[src/hw/rtl/tfp_pkg.sv]
`timescale 1ns / 1ps
package tfp_pkg;

    localparam int FRAME_BUF_BYTES_DEF = 32;
    localparam int DATA_W = 16;
    localparam int BYTE_W = 8;
    localparam int EV_W = 3;
    localparam int CLS_W = 3;
    localparam int HELD_W = 2;
    localparam int CFG_IDX_W = 2;
    localparam int Q_DEPTH = 2;
    localparam int Q_AW = 1;

    localparam logic [EV_W-1:0] EV_NONE     = 3'd0;
    localparam logic [EV_W-1:0] EV_VALID    = 3'd1;
    localparam logic [EV_W-1:0] EV_FORMAT   = 3'd2;
    localparam logic [EV_W-1:0] EV_RANGE    = 3'd3;
    localparam logic [EV_W-1:0] EV_OVERFLOW = 3'd4;

    localparam logic [HELD_W-1:0] HELD_NONE   = 2'd0;
    localparam logic [HELD_W-1:0] HELD_FORMAT = 2'd1;
    localparam logic [HELD_W-1:0] HELD_RANGE  = 2'd2;

    localparam logic [CLS_W-1:0] CL_TICK   = 3'd0;
    localparam logic [CLS_W-1:0] CL_DOLLAR = 3'd1;
    localparam logic [CLS_W-1:0] CL_HASH   = 3'd2;
    localparam logic [CLS_W-1:0] CL_BAD    = 3'd3;
    localparam logic [CLS_W-1:0] CL_DIGIT  = 3'd4;
    localparam logic [CLS_W-1:0] CL_COMMA  = 3'd5;
    localparam logic [CLS_W-1:0] CL_OTHER  = 3'd6;

    localparam logic [CFG_IDX_W-1:0] REG_TIMEOUT = 2'd0;
    localparam logic [CFG_IDX_W-1:0] REG_X_MAX   = 2'd1;
    localparam logic [CFG_IDX_W-1:0] REG_Y_MAX   = 2'd2;

    localparam logic [DATA_W-1:0] TIMEOUT_RST = 16'd100;
    localparam logic [DATA_W-1:0] X_MAX_RST   = 16'd639;
    localparam logic [DATA_W-1:0] Y_MAX_RST   = 16'd479;
    localparam logic [DATA_W-1:0] AGE_SAT     = 16'hFFFF;

    localparam logic [BYTE_W-1:0] CH_DOLLAR   = 8'h24;
    localparam logic [BYTE_W-1:0] CH_HASH     = 8'h23;
    localparam logic [BYTE_W-1:0] CH_COMMA    = 8'h2C;
    localparam logic [BYTE_W-1:0] CH_ZERO     = 8'h30;
    localparam logic [BYTE_W-1:0] CH_NINE     = 8'h39;
    localparam logic [BYTE_W-1:0] CH_PRINT_LO = 8'h20;
    localparam logic [BYTE_W-1:0] CH_PRINT_HI = 8'h7E;

    typedef struct packed {
        logic [CLS_W-1:0]  cls;
        logic [DATA_W-1:0] data;
    } t_item;

    typedef struct packed {
        logic [DATA_W-1:0] timeout_ms;
        logic [DATA_W-1:0] x_max;
        logic [DATA_W-1:0] y_max;
    } t_cfg;

    typedef struct packed {
        logic [EV_W-1:0]   event_res;
        logic              online;
        logic              has_target;
        logic [DATA_W-1:0] target_x;
        logic [DATA_W-1:0] target_y;
        logic [DATA_W-1:0] age_ms;
    } t_result;

endpackage

[src/hw/rtl/tfp_queue.sv]
`timescale 1ns / 1ps
module tfp_queue import tfp_pkg::*; (
    input  logic  i_clk,
    input  logic  i_rst_n,
    input  logic  i_valid,
    output logic  o_ready,
    input  t_item i_item,
    output logic  o_valid,
    input  logic  i_ready,
    output t_item o_item
);

    localparam logic [Q_AW-1:0] PTR_LAST = Q_AW'(Q_DEPTH - 1);
    localparam logic [Q_AW:0]   CNT_FULL = (Q_AW + 1)'(Q_DEPTH);

    t_item           r_mem [Q_DEPTH];
    logic [Q_AW-1:0] r_wr_ptr;
    logic [Q_AW-1:0] r_rd_ptr;
    logic [Q_AW:0]   r_count;
    logic            push;
    logic            pop;

    assign o_ready = (r_count != CNT_FULL);
    assign o_valid = (r_count != '0);
    assign o_item  = r_mem[r_rd_ptr];
    assign push    = i_valid && o_ready;
    assign pop     = o_valid && i_ready;

    always_ff @(posedge i_clk) begin
        if (push) begin
            r_mem[r_wr_ptr] <= i_item;
        end
    end

    always_ff @(posedge i_clk) begin
        if (!i_rst_n) begin
            r_wr_ptr <= '0;
            r_rd_ptr <= '0;
            r_count  <= '0;
        end else begin
            if (push) begin
                r_wr_ptr <= (r_wr_ptr == PTR_LAST) ? '0 : r_wr_ptr + 1'b1;
            end
            if (pop) begin
                r_rd_ptr <= (r_rd_ptr == PTR_LAST) ? '0 : r_rd_ptr + 1'b1;
            end
            if (push && !pop) begin
                r_count <= r_count + 1'b1;
            end else if (pop && !push) begin
                r_count <= r_count - 1'b1;
            end
        end
    end

endmodule

[src/hw/rtl/tfp_front.sv]
`timescale 1ns / 1ps
module tfp_front import tfp_pkg::*; (
    input  logic              i_clk,
    input  logic              i_rst_n,
    input  logic              i_in_valid,
    output logic              o_in_ready,
    input  logic              i_kind,
    input  logic [BYTE_W-1:0] i_rx_byte,
    input  logic [DATA_W-1:0] i_elapsed_ms,
    output logic              o_item_valid,
    input  logic              i_item_ready,
    output t_item             o_item
);

    logic              r_valid;
    t_item             r_item;
    t_item             n_item;
    logic [3:0]        digit;

    // ascii digits carry their value in the low nibble
    assign digit = i_rx_byte[3:0];

    always_comb begin
        n_item.data = {{(DATA_W - BYTE_W){1'b0}}, i_rx_byte};
        if (i_kind) begin
            n_item.cls  = CL_TICK;
            n_item.data = i_elapsed_ms;
        end else if (i_rx_byte == CH_DOLLAR) begin
            n_item.cls = CL_DOLLAR;
        end else if (i_rx_byte == CH_HASH) begin
            n_item.cls = CL_HASH;
        end else if (i_rx_byte < CH_PRINT_LO || i_rx_byte > CH_PRINT_HI) begin
            n_item.cls = CL_BAD;
        end else if (i_rx_byte >= CH_ZERO && i_rx_byte <= CH_NINE) begin
            n_item.cls  = CL_DIGIT;
            n_item.data = {{(DATA_W - 4){1'b0}}, digit};
        end else if (i_rx_byte == CH_COMMA) begin
            n_item.cls = CL_COMMA;
        end else begin
            n_item.cls = CL_OTHER;
        end
    end

    assign o_in_ready   = !r_valid || i_item_ready;
    assign o_item_valid = r_valid;
    assign o_item       = r_item;

    always_ff @(posedge i_clk) begin
        if (i_in_valid && o_in_ready) begin
            r_item <= n_item;
        end
    end

    always_ff @(posedge i_clk) begin
        if (!i_rst_n) begin
            r_valid <= 1'b0;
        end else if (i_in_valid && o_in_ready) begin
            r_valid <= 1'b1;
        end else if (i_item_ready) begin
            r_valid <= 1'b0;
        end
    end

endmodule

[src/hw/rtl/tfp_back.sv]
`timescale 1ns / 1ps
module tfp_back import tfp_pkg::*; #(
    parameter int FRAME_BUF_BYTES = FRAME_BUF_BYTES_DEF
) (
    input  logic    i_clk,
    input  logic    i_rst_n,
    input  t_cfg    i_cfg,
    input  logic    i_item_valid,
    output logic    o_item_ready,
    input  t_item   i_item,
    output logic    o_out_valid,
    input  logic    i_out_ready,
    output t_result o_result
);

    localparam int CNT_W = $clog2(FRAME_BUF_BYTES);
    localparam logic [CNT_W-1:0] CNT_LAST = CNT_W'(FRAME_BUF_BYTES - 1);
    localparam int MUL_W = DATA_W + 4;

    logic              r_in_frame,        n_in_frame;
    logic [CNT_W-1:0]  r_char_count,      n_char_count;
    logic [1:0]        r_field_pos,       n_field_pos;
    logic [DATA_W-1:0] r_field_acc,       n_field_acc;
    logic              r_field_has_digit, n_field_has_digit;
    logic [HELD_W-1:0] r_held,            n_held;
    logic              r_parsed_flag,     n_parsed_flag;
    logic [DATA_W-1:0] r_parsed_x,        n_parsed_x;
    logic [DATA_W-1:0] r_latched_x,       n_latched_x;
    logic [DATA_W-1:0] r_latched_y,       n_latched_y;
    logic              r_latched_valid,   n_latched_valid;
    logic [DATA_W-1:0] r_age,             n_age;
    logic              r_seen,            n_seen;
    logic              r_out_valid;
    t_result           r_result,          n_result;

    logic              take;
    logic              clr;
    logic              clr_open;
    logic [HELD_W-1:0] empty_err;
    logic [HELD_W-1:0] fe_err;
    logic [DATA_W-1:0] lim;
    logic [MUL_W-1:0]  acc_ext;
    logic [MUL_W-1:0]  acc_next;
    logic [DATA_W:0]   age_sum;
    logic [DATA_W-1:0] tick_age;
    logic              online;
    logic              target;

    assign o_item_ready = !r_out_valid || i_out_ready;
    assign take         = i_item_valid && o_item_ready;
    assign o_out_valid  = r_out_valid;
    assign o_result     = r_result;

    assign empty_err = (r_field_pos == 2'd0) ? HELD_FORMAT : HELD_RANGE;
    assign lim       = (r_field_pos == 2'd0) ? DATA_W'(1) :
                       (r_field_pos == 2'd1) ? i_cfg.x_max : i_cfg.y_max;
    assign acc_ext   = {4'b0, r_field_acc};
    assign acc_next  = (acc_ext << 3) + (acc_ext << 1) + {{(MUL_W - 4){1'b0}}, i_item.data[3:0]};
    assign age_sum   = {1'b0, r_age} + {1'b0, i_item.data};
    assign tick_age  = age_sum[DATA_W] ? AGE_SAT : age_sum[DATA_W-1:0];

    // error reported at frame end
    always_comb begin
        fe_err = r_held;
        if (r_held == HELD_NONE) begin
            if (!r_field_has_digit) begin
                fe_err = empty_err;
            end else if (r_field_pos < 2'd2) begin
                fe_err = HELD_FORMAT;
            end else if (!r_parsed_flag && (r_parsed_x != '0 || r_field_acc != '0)) begin
                fe_err = HELD_FORMAT;
            end
        end
    end

    always_comb begin
        n_in_frame        = r_in_frame;
        n_char_count      = r_char_count;
        n_field_pos       = r_field_pos;
        n_field_acc       = r_field_acc;
        n_field_has_digit = r_field_has_digit;
        n_held            = r_held;
        n_parsed_flag     = r_parsed_flag;
        n_parsed_x        = r_parsed_x;
        n_latched_x       = r_latched_x;
        n_latched_y       = r_latched_y;
        n_latched_valid   = r_latched_valid;
        n_age             = r_age;
        n_seen            = r_seen;
        n_result.event_res = EV_NONE;
        clr               = 1'b0;
        clr_open          = 1'b0;

        if (i_item.cls == CL_TICK) begin
            n_age = tick_age;
            if (tick_age > i_cfg.timeout_ms) begin
                n_latched_valid = 1'b0;
                n_latched_x     = '0;
                n_latched_y     = '0;
            end
        end else if (i_item.cls == CL_DOLLAR) begin
            clr      = 1'b1;
            clr_open = 1'b1;
        end else if (r_in_frame) begin
            unique case (i_item.cls)
                CL_HASH: begin
                    clr = 1'b1;
                    if (r_char_count == '0 || fe_err == HELD_FORMAT) begin
                        n_result.event_res = EV_FORMAT;
                    end else if (fe_err == HELD_RANGE) begin
                        n_result.event_res = EV_RANGE;
                    end else begin
                        n_result.event_res = EV_VALID;
                        n_latched_valid    = r_parsed_flag;
                        n_latched_x        = r_parsed_flag ? r_parsed_x : '0;
                        n_latched_y        = r_parsed_flag ? r_field_acc : '0;
                        n_age              = '0;
                        n_seen             = 1'b1;
                    end
                end
                CL_BAD: begin
                    clr                = 1'b1;
                    n_result.event_res = EV_FORMAT;
                end
                default: begin
                    if (r_char_count == CNT_LAST) begin
                        clr                = 1'b1;
                        n_result.event_res = EV_OVERFLOW;
                    end else begin
                        n_char_count = r_char_count + 1'b1;
                        if (r_held == HELD_NONE) begin
                            if (i_item.cls == CL_DIGIT) begin
                                if (acc_next > {4'b0, lim}) begin
                                    n_held = empty_err;
                                end else begin
                                    n_field_acc       = acc_next[DATA_W-1:0];
                                    n_field_has_digit = 1'b1;
                                end
                            end else if (!r_field_has_digit) begin
                                n_held = empty_err;
                            end else if (r_field_pos < 2'd2 && i_item.cls == CL_COMMA) begin
                                if (r_field_pos == 2'd0) begin
                                    n_parsed_flag = r_field_acc[0];
                                end else begin
                                    n_parsed_x = r_field_acc;
                                end
                                n_field_pos       = r_field_pos + 1'b1;
                                n_field_acc       = '0;
                                n_field_has_digit = 1'b0;
                            end else begin
                                n_held = HELD_FORMAT;
                            end
                        end
                    end
                end
            endcase
        end

        if (clr) begin
            n_in_frame        = clr_open;
            n_char_count      = '0;
            n_field_pos       = 2'd0;
            n_field_acc       = '0;
            n_field_has_digit = 1'b0;
            n_held            = HELD_NONE;
        end

        online = n_seen && (n_age <= i_cfg.timeout_ms);
        target = online && n_latched_valid;
        n_result.online     = online;
        n_result.has_target = target;
        n_result.target_x   = target ? n_latched_x : '0;
        n_result.target_y   = target ? n_latched_y : '0;
        n_result.age_ms     = n_age;
    end

    always_ff @(posedge i_clk) begin
        if (take) begin
            r_result <= n_result;
        end
    end

    always_ff @(posedge i_clk) begin
        if (!i_rst_n) begin
            r_in_frame        <= 1'b0;
            r_char_count      <= '0;
            r_field_pos       <= 2'd0;
            r_field_acc       <= '0;
            r_field_has_digit <= 1'b0;
            r_held            <= HELD_NONE;
            r_parsed_flag     <= 1'b0;
            r_parsed_x        <= '0;
            r_latched_x       <= '0;
            r_latched_y       <= '0;
            r_latched_valid   <= 1'b0;
            r_age             <= AGE_SAT;
            r_seen            <= 1'b0;
            r_out_valid       <= 1'b0;
        end else begin
            if (take) begin
                r_in_frame        <= n_in_frame;
                r_char_count      <= n_char_count;
                r_field_pos       <= n_field_pos;
                r_field_acc       <= n_field_acc;
                r_field_has_digit <= n_field_has_digit;
                r_held            <= n_held;
                r_parsed_flag     <= n_parsed_flag;
                r_parsed_x        <= n_parsed_x;
                r_latched_x       <= n_latched_x;
                r_latched_y       <= n_latched_y;
                r_latched_valid   <= n_latched_valid;
                r_age             <= n_age;
                r_seen            <= n_seen;
                r_out_valid       <= 1'b1;
            end else if (i_out_ready) begin
                r_out_valid <= 1'b0;
            end
        end
    end

endmodule

[src/hw/rtl/target_frame_parser_with_timeout.sv]
`timescale 1ns / 1ps
// channel  direction  handshake                 payload
// in       input      i_in_valid / o_in_ready   i_kind, i_rx_byte, i_elapsed_ms
// out      output     o_out_valid / i_out_ready o_event_res, o_online, o_has_target,
//                                               o_target_x, o_target_y, o_age_ms
// cfg      input      i_cfg_we (no wait)        i_cfg_idx, i_cfg_data
//
// one item per cycle sustained while the output is not stalled; an accepted item passes through
// the classify register, the two-entry queue and the execute/output register, in that order
// the frame parser and age counter update once per accepted item in the back end
// reset is synchronous and active low; no clearing pass
// an output stall fills the output register, then the queue, then the front register
module target_frame_parser_with_timeout import tfp_pkg::*; #(
    parameter int FRAME_BUF_BYTES = FRAME_BUF_BYTES_DEF
) (
    input  logic                 i_clk,
    input  logic                 i_rst_n,
    input  logic                 i_in_valid,
    output logic                 o_in_ready,
    input  logic                 i_kind,
    input  logic [BYTE_W-1:0]    i_rx_byte,
    input  logic [DATA_W-1:0]    i_elapsed_ms,
    output logic                 o_out_valid,
    input  logic                 i_out_ready,
    output logic [EV_W-1:0]      o_event_res,
    output logic                 o_online,
    output logic                 o_has_target,
    output logic [DATA_W-1:0]    o_target_x,
    output logic [DATA_W-1:0]    o_target_y,
    output logic [DATA_W-1:0]    o_age_ms,
    input  logic                 i_cfg_we,
    input  logic [CFG_IDX_W-1:0] i_cfg_idx,
    input  logic [DATA_W-1:0]    i_cfg_data
);

    t_cfg    r_cfg;
    logic    front_valid;
    logic    front_ready;
    t_item   front_item;
    logic    q_valid;
    logic    q_ready;
    t_item   q_item;
    t_result result;

    always_ff @(posedge i_clk) begin
        if (!i_rst_n) begin
            r_cfg.timeout_ms <= TIMEOUT_RST;
            r_cfg.x_max      <= X_MAX_RST;
            r_cfg.y_max      <= Y_MAX_RST;
        end else if (i_cfg_we) begin
            unique case (i_cfg_idx)
                REG_TIMEOUT: r_cfg.timeout_ms <= i_cfg_data;
                REG_X_MAX:   r_cfg.x_max      <= i_cfg_data;
                REG_Y_MAX:   r_cfg.y_max      <= i_cfg_data;
                default: begin
                end
            endcase
        end
    end

    tfp_front u_front (
        .i_clk        (i_clk),
        .i_rst_n      (i_rst_n),
        .i_in_valid   (i_in_valid),
        .o_in_ready   (o_in_ready),
        .i_kind       (i_kind),
        .i_rx_byte    (i_rx_byte),
        .i_elapsed_ms (i_elapsed_ms),
        .o_item_valid (front_valid),
        .i_item_ready (front_ready),
        .o_item       (front_item)
    );

    tfp_queue u_queue (
        .i_clk   (i_clk),
        .i_rst_n (i_rst_n),
        .i_valid (front_valid),
        .o_ready (front_ready),
        .i_item  (front_item),
        .o_valid (q_valid),
        .i_ready (q_ready),
        .o_item  (q_item)
    );

    tfp_back #(
        .FRAME_BUF_BYTES (FRAME_BUF_BYTES)
    ) u_back (
        .i_clk        (i_clk),
        .i_rst_n      (i_rst_n),
        .i_cfg        (r_cfg),
        .i_item_valid (q_valid),
        .o_item_ready (q_ready),
        .i_item       (q_item),
        .o_out_valid  (o_out_valid),
        .i_out_ready  (i_out_ready),
        .o_result     (result)
    );

    assign o_event_res  = result.event_res;
    assign o_online     = result.online;
    assign o_has_target = result.has_target;
    assign o_target_x   = result.target_x;
    assign o_target_y   = result.target_y;
    assign o_age_ms     = result.age_ms;

endmodule

[config.mk]
export PLATFORM = sky130hd
export DESIGN_NAME = target_frame_parser_with_timeout
export DESIGN_NICKNAME = d
export VERILOG_FILES = /design/src/hw/rtl/tfp_pkg.sv /design/src/hw/rtl/tfp_queue.sv /design/src/hw/rtl/tfp_front.sv /design/src/hw/rtl/tfp_back.sv /design/src/hw/rtl/target_frame_parser_with_timeout.sv
export SDC_FILE = /design/constraint.sdc
export NUM_CORES = 1
export LEC_CHECK = 0
export ABC_AREA = 1
export BUFFER_PORTS_ARGS = -buffer_cell sky130_fd_sc_hd__buf_4
export CORE_ASPECT_RATIO = 1.4
export CORE_MARGIN = 3
export CORE_UTILIZATION = 35
export DETAILED_ROUTE_END_ITERATION = 7
export SLEW_MARGIN = 25
export SYNTH_ARGS = -nofsm -noshare
export SYNTH_HDL_FRONTEND = slang
export SYNTH_SLANG_ARGS = --single-unit
[constraint.sdc]
create_clock -name i_clk -period 4.8 [get_ports i_clk]
set_input_delay 0.48 -clock i_clk [delete_from_list [all_inputs] [get_ports i_clk]]
set_output_delay 0.48 -clock i_clk [all_outputs]
set_load 0.05 [all_outputs]
==> results of run 1 <==
## power breakdown
part	internal (uW)	total [uW]	leakage, uW	switching [uW]
logic	1720	5220	0.00451	3500
clock network	1210	2130	0.000429	922
registers	2900	3210	0.00227	309
total	5830	10600	0.00720	4730
## layer usage
metal / track usage [%] / up-vias / routed length, um
li1: - / 6118 / -
met1: 20.05 / 5618 / 15340
met2: 32.77 / 300 / 20200
met3: 2.307 / 82 / 1773
met4: 6.572 / 0 / 1579
met5: 0 / - / 0
## through the flow
stage / setup TNS (ps) / setup slack (ps) / util (%) / area, um^2
after global placement: 0 / 98.80 / 38.93 / 15420
after global routing: -56.38 / -14.16 / 41.82 / 16560
after detailed placement: -37.11 / -21.50 / 38.93 / 15420
final: 0 / 317.6 / 41.82 / 16560
after CTS: 0 / 14.53 / 41.22 / 16320
after floorplan: 0 / 661.3 / - / 14090
## repair_timing
action                                  CTS  global route
endpoints found under the setup margin   13            85
resized for setup                         0            36
gates cloned                              1             5
pin swaps                                 2            10
buffers inserted                          1             5
hold endpoints to repair                  0             0
## placed cells by master (no fill, tap or decap), types with 7 or more instances in the layout
cell type	n
o21ai_1	17
nor3_1	13
nand3_1	92
buf_4	135
inv_1	167
nand4_1	29
clkbuf_16	27
o21ai_0	129
nand2_2	10
ha_1	101
inv_2	8
nor2_2	7
xor2_1	12
nand2_1	424
a21oi_1	171
nand3_4	7
dfxtp_1	148
a211oi_1	8
xnor2_1	8
nor2_1	159
edfxtp_1	110
## cells in the mapped netlist, drive strengths merged, types with 4 or more instances
| cell type | number | share of area [%] |
|---|---|---|
| ha | 101 | 9.0 |
| a211oi | 8 | 0.43 |
| dfxtp | 149 | 21 |
| xnor2 | 8 | 0.50 |
| nand3 | 99 | 3.9 |
| clkbuf | 47 | 1.3 |
| a21o | 7 | 0.37 |
| o21bai | 4 | 0.21 |
| nor4 | 5 | 0.22 |
| or2 | 4 | 0.18 |
| buf | 23 | 1.2 |
| nand4 | 30 | 1.4 |
| inv | 178 | 4.8 |
| a21oi | 175 | 6.3 |
| nor2 | 172 | 5.1 |
| edfxtp | 110 | 23 |
| xor2 | 14 | 0.87 |
| nor3 | 15 | 0.57 |
| nand2 | 438 | 12 |
| o21ai | 154 | 5.7 |
## final cells by class
| cell class | count | area (um^2) |
|---|---|---|
| Fill cell | 4090 | 23040 |
| Clock buffer | 30 | 686.9 |
| Sequential cell | 259 | 6287 |
| Inverter | 179 | 681.9 |
| Tap cell | 528 | 660.6 |
| Multi-Input combinational cell | 1262 | 6949 |
| Timing Repair Buffer | 139 | 1085 |
| Clock inverter | 19 | 201.4 |
| Timing Repair inverter | 1 | 6.256 |
## how the worst min path moves through the flow
stage | slack [ps] | startpoint | to | depth (start not counted)
finish | 160 | i_cfg_data[2] | r_cfg[2] | 3
global route | 160 | i_elapsed_ms[8] | u_front.o_item[8] | 3
CTS | 140 | i_cfg_data[2] | r_cfg[2] | 3
detailed placement | 430 | u_front.o_item[6] | u_queue.r_mem[1][6] | 0
global placement | 420 | u_front.o_item[15] | u_queue.r_mem[0][15] | 0
floorplan | 420 | u_front.o_item[0] | u_queue.r_mem[0][0] | 0
## kinds of logic (layout without fill, tap and decap cells)
kind of cell / Yosys count / count (layout) / share of synthesized area, %
buffers and inverters: 249 / 368 / 7.246
flip-flops: 259 / 259 / 44.61
AO/OA/AOI/OAI: 364 / 364 / 13.92
AND/OR/NAND/NOR: 767 / 772 / 23.46
adder cells (fa/ha/maj): 104 / 104 / 9.394
XOR/XNOR: 22 / 22 / 1.367
## state kept, by name, indices dropped and copies added (netlist names), named ones only
| name | cells |
|---|---|
| u_back.r_field_has_digit | 1 |
| r_cfg | 48 |
| u_queue.r_rd_ptr | 1 |
| u_queue.r_mem | 38 |
| u_back.r_seen | 1 |
| u_front.o_item | 19 |
| u_back.r_age | 16 |
| u_queue.r_count | 2 |
| u_back.r_held | 2 |
| u_queue.r_wr_ptr | 1 |
| u_back.o_result | 53 |
| u_back.r_latched_y | 16 |
| u_front.o_item_valid | 1 |
| u_back.r_field_acc | 16 |
| u_back.r_parsed_x | 16 |
| u_back.r_field_pos | 2 |
| u_back.r_latched_x | 16 |
| u_back.r_latched_valid | 1 |
| u_back.r_in_frame | 1 |
| u_back.o_out_valid | 1 |
| u_back.r_char_count | 5 |
| u_back.r_parsed_flag | 1 |
## worst reg2reg max path: cells and delay by family (launching register included)
family / cells / cell delay (ps)
buf+inv: 7 / 580
compound gates: 7 / 1170
flops: 1 / 350
simple gates: 14 / 1430
fa+ha+maj: 3 / 710
==> impl_results.md, run 1 <==
* Outcome: finished clean
* # setup viols final at 0
* Clock transition at the registers of the reported paths at 70 ps
* EDFF count, synth at 110
* Crit path DAT at 4790 ps
* GRT Util Overall at 17.51%
* Flop2flop setup slack at 320 ps
* CTS Hold Buffers Added at 0
* DR iter-0 viols at 798
* MaxCap Viol Count at 0
* Non-Filler Instances at 2417
* Cell family with most CP delay: simple AND/OR/NAND/NOR gates
* Synth Cell Area at 0.01409 mm^2
* First drt pass iteration count at 5
* Syn Area/Cell at 7.984 um^2
* Core ar. at 0.03960 mm^2
* GRT overflow at 0
* Row cnt at 86
* Clock sink count at 259
* Area Overhead vs Synth at 17.51%
* Syn nets at 1917
* Final min period at 4482 ps
* Io pins at 103
* DRC Markers at 0
* Post-DR wirelength/cell at 16.09 um
* Vias in the first global route at 11660
* Leakage at 0.007203 uW
* Last element of the critical path: u_back.o_result[34]
* Vias at 12120
* H-tree depth at 1
* Die height at 243.4 um
* CP max-delay cell: dfxtp_2
* Chip width at 175.6 um
* Max clock buf depth at 3
* Slowest Stage Delay on Critical Path at 350 ps
* TritonCTS clock tree: done
* Worst r2r dst: u_back.o_result[34]
* Number of vias per cell at 5.014
* Root buf cell: clkbuf_16
* Ys async rst share at 0%
* Overall Power at 10560 uW
* WP depth at 31
* Port Buf Inserts at 102
* Critical path type: flop to flop
* Fmax achieved at 0.2231 GHz
* ANT cells at 0
* Pwr/cell area at 637.9 mW/mm^2
* Starting Density at 35.59%
* Rel. slew slack at 37.01%
* Number of placed instances, taps included at 2356
* First-pass GRT wire length at 60940 um
* Maximum vdd ir drop at 617.1 uV
* Clock latency at the later pin of the worst-skew pair at 550 ps
* Number of buffers created by CTS at 27
* R2R depth at 31
* RePlAce Congestion at 0.8788
* Flops & latches, synth at 259
* Class of the worst hold path: input pin to flop
* Fin crit share at 93.38%
* HPWL after DPL at 28220 um
* Worst Setup Start Kind: flop
* DRT antenna net count at 0
* Worst slew pin tran at 921.0 ps
* Crit Path Max Fanout at 8
* Antenna violations before repair at 0
* Max-slew violations at 0
* DIE AREA at 0.04274 mm^2
* Worst Hold Slack at 159.9 ps
* Synthesized instance count at 1765
* Final WL at 38890 um
* Yosys warns at 0
* Nets at 2021
* Hold Violations, Final at 0
* Skew final at 27.70 ps
* Critical path endpoint category: flop
* Synth Flop Type: dfxtp_1
* CP bufs+invs at 7
* Critical Path RT at 5100 ps
* Unique masters post-synth at 53
* Largest net degree at the start of global routing at 72
* Share of cells above drive strength 1 at 13.76%
* Sequential fraction of the synthesis area at 44.61%
(Power assumes the default switching activity.)
==> run 2, diff against run 1 <==
--- a/config.mk
+++ b/config.mk
@@ -6,7 +6,7 @@
 export NUM_CORES = 1
 export LEC_CHECK = 0
 export ABC_AREA = 1
-export BUFFER_PORTS_ARGS = -buffer_cell sky130_fd_sc_hd__buf_4
+export BUFFER_PORTS_ARGS = -buffer_cell sky130_fd_sc_hd__buf_2
 export CORE_ASPECT_RATIO = 1.4
 export CORE_MARGIN = 3
 export CORE_UTILIZATION = 35
@@ -14,4 +14,5 @@
 export SLEW_MARGIN = 25
 export SYNTH_ARGS = -nofsm -noshare
 export SYNTH_HDL_FRONTEND = slang
+export SYNTH_HIERARCHICAL = 1
 export SYNTH_SLANG_ARGS = --single-unit
==> constraint.sdc (replaced) <==
create_clock -name i_clk -period 4.3 [get_ports i_clk]
set_input_delay 0.43 -clock i_clk [delete_from_list [all_inputs] [get_ports i_clk]]
set_output_delay 0.43 -clock i_clk [all_outputs]
set_load 0.05 [all_outputs]
==> impl_results.md, run 2 <==
* Share of cells above drive strength 1 at 24.46% (+11 points)
* Crit path DAT at 4850 ps (+60 ps)
* DR iter-0 viols at 709 (-11%)
* Port Buf Inserts at 102 (unchanged)
* Flop2flop setup slack at -40 ps (-350 ps)
* H-tree depth at 1 (unchanged)
* Post-synth top area cell: edfxtp_1
* Share of the synthesized area in the top cell type at 22.30% (-1.1 points)
* Sequential Area at 0.006290 mm^2 (about the same)
* HPWL after DPL at 29040 um (+2.9%)
* Filler Cells Inserted at 4066 (-0.59%)
* Final worst slack at -35.68 ps (-353.2 ps)
* Final min period at 4336 ps (-146.8 ps)
* Flops & latches, synth at 259 (unchanged)
* Pwr/cell area at 652.8 mW/mm^2 (+2.3%)
* DP Area at 0.01647 mm^2 (+6.8%)
* Fmax achieved at 0.2306 GHz (+3.4%)
* Worst r2r dst: u_back/r_field_acc[14]
* Number of buffers created by CTS at 27 (unchanged)
* Crit Path Max Fanout at 8 (unchanged)
* Layout Cell Area excl Fill at 0.01874 mm^2 (+13%)
* Max clock buf depth at 3 (unchanged)
* Overall Power at 12230 uW (+16%)
* First drt pass iteration count at 5 (unchanged)
* # setup viols final at 14 (+14)
* Worst Hold Slack at 113.1 ps (-46.82 ps)
* Number of vias per cell at 4.907 (-2.1%)
* TritonCTS clock tree: done
* Core ar. at 0.04151 mm^2 (+4.8%)
* Starting Density at 35.69% (+0.11 points)
* Rel. slew slack at 36.68% (-0.33 points)
* Most frequent cell after synthesis: nand2_1
* Io pins at 103 (unchanged)
* Number of placed instances, taps included at 2593 (+10%)
* Critical path type: flop to flop
* Critical path endpoint category: flop
* Synth Flop Type: dfxtp_1
* Skew final at 19.68 ps (-8.020 ps)
* Chip width at 179.9 um (+2.5%)
* Commonest non-fill, non-tap cell in the layout: nand2_1
* Area Overhead vs Synth at 26.46%
* Outcome: complete, but fails checks
* Clock transition at the registers of the reported paths at 70 ps (about the same)
* First-pass GRT wire length at 65650 um (+7.7%)
* Syn nets at 2060 (+7.5%)
* Clock sink count at 259 (unchanged)
* Synth cell count leaders: nand2_1, nor2_1, inv_1
* Clock latency at the later pin of the worst-skew pair at 570 ps (+20 ps)
* DIE AREA at 0.04487 mm^2 (+5.0%)
* Die height at 249.4 um (+2.5%)
* Hold path endpoint: u_front/o_item[12]
* Final WL at 41330 um (+6.3%)
* Hold Path Origin: i_elapsed_ms[12]
* Unrepaired setup endpoints after global routing: true
* ANT cells at 0 (unchanged)
* Largest net degree at the start of global routing at 89 (+24%)
* Failing checks: negative setup slack
* Multi-input gate area at 0.007885 mm^2 (+13%)
* Hold Violations, Final at 0 (unchanged)
* Unique masters post-synth at 54 (+1.9%)
* Sequential fraction of the synthesis area at 42.43% (-2.2 points)
* DRC Markers at 0 (unchanged)
* Worst slew pin tran at 949.8 ps (+28.77 ps)
* Post-DR wirelength/cell at 15.39 um (-4.4%)
* Vias at 13180 (+8.8%)
* DRT antenna net count at 0 (unchanged)
* Fin crit share at 100.8% (+7.4 points)
* Ys async rst share at 0% (unchanged)
* Synth Cell Area at 0.01482 mm^2 (+5.1%)
* Leakage at 0.008664 uW (+20%)
* Top cells by area, synth: edfxtp_1, dfxtp_1, nand2_1
* Vias in the first global route at 13150 (+13%)
* Worst hold path depth at 3 (unchanged)
* EDFF count, synth at 110 (unchanged)
* MaxCap Viol Count at 0 (unchanged)
* GRT overflow at 0 (unchanged)
* Yosys warns at 6 (+6)
* R2R depth at 24 (-23%)
* Syn Area/Cell at 7.765 um^2 (-2.7%)
* Non-Filler Instances at 2686 (+11%)
* Max-slew violations at 0 (unchanged)
* RePlAce Congestion at 0.9096 (+3.5%)
* Row cnt at 88 (+2.3%)
* Worst Setup Start Kind: flop
* Root buf cell: clkbuf_16
* Largest register FFs at 53 (unchanged)
* Synthesized instance count at 1908 (+8.1%)
* Antenna violations before repair at 0 (unchanged)
* Class of the worst hold path: input pin to flop
* Maximum vdd ir drop at 339.0 uV (-45%)
* Nets at 2277 (+13%)
* Commonest cells after routing, fill and taps aside: nand2_1, nor2_1, inv_1, dfxtp_1, nand3_1
* GRT Util Overall at 17.67% (+0.16 points)
* Critical Path RT at 4810 ps (-290 ps)
## run 2: critical path: stages (launching register included)
cell and delay (ps):
dfxtp_4 370, mux2_4 330, buf_6 130, fa_2 570
inv_2 50, fa_2 410, o21ai_2 170, nand2_1 90
nand2_2 90, a21boi_2 70, o21ai_2 170, xor2_2 240
ha_1 280, inv_2 90, nor3_2 50, a211oi_2 140
nand2_1 90, nand2_2 100, nand4_4 100, o21bai_4 200
buf_6 150, nand3_4 140, nand2_1 130, inv_1 50
nor2_1 90
## run 2: report_power, final
part	internal (uW)	total (uW)	switching (uW)	leakage, uW
Combinational	2430	6190	3760	0.00592
Sequential	3230	3490	266	0.00227
Clock	1480	2550	1060	0.000469
Total	7140	12200	5090	0.00866
## run 2: metrics by stage
step	utilization, %	setup WS, ps	setup TNS [ps]
floorplan	-	79.85	0
global placement	39.67	-338.4	-13990
detailed placement	39.67	-392.7	-18260
CTS	43.71	1.596	0
global route	45.14	-220.0	-5759
finish	45.14	-35.68	-221.7
## run 2: cell families (layout without fill, tap and decap cells)
| logic type | after synthesis | in the layout | synth area share [%] |
|---|---|---|---|
| AND/OR/NAND/NOR | 931 | 933 | 26.92 |
| buffers and inverters | 339 | 575 | 10.01 |
| flip-flops | 259 | 259 | 42.43 |
| multiplexers | 19 | 19 | 1.697 |
| adder cells (fa/ha/maj) | 104 | 104 | 8.935 |
| XOR/XNOR | 19 | 19 | 1.123 |
| AO/OA/AOI/OAI | 237 | 237 | 8.885 |
## run 2: what timing repair did
item                       CTS  global route
gates cloned                 7             1
pin swaps                   25            71
buffers inserted            25            14
gates resized for setup     75           133
hold endpoints to repair     0             0
setup endpoints to repair   81            77
hold buffers                 0             0
## run 2: worst max-delay path by stage
| stage | endpoint | slack [ps] | depth (start not counted) |
|---|---|---|---|
| 3_5_place_dp | u_back/o_result[44] | -390 | 29 |
| 2_1_floorplan | u_back/o_result[38] | 80 | 31 |
| 5_1_grt | u_back/r_field_acc[12] | -220 | 24 |
| 4_1_cts | u_back/o_result[17] | 2 | 25 |
| 6_report | u_back/r_field_acc[14] | -40 | 24 |
| 3_3_place_gp | u_back/o_result[17] | -340 | 29 |
## run 2: area by class of cell
cell class | instances | share of cell area (%)
repair buffers | 262 | 10.23
flip-flops and latches | 259 | 33.57
inverters | 263 | 5.296
clock inverters | 19 | 1.302
well taps | 540 | 3.606
clock buffers | 31 | 3.907
multi-input cells | 1312 | 42.09
## run 2: per-layer routing
| metal | vias up | track usage, % | share of wire (%) |
|---|---|---|---|
| met1 | 6096 | 18.26 | 37 |
| met3 | 115 | 2.493 | 4.2 |
| met5 | - | 0 | 0 |
| met2 | 330 | 33.67 | 52 |
| li1 | 6639 | - | - |
| met4 | 0 | 10.24 | 6.2 |
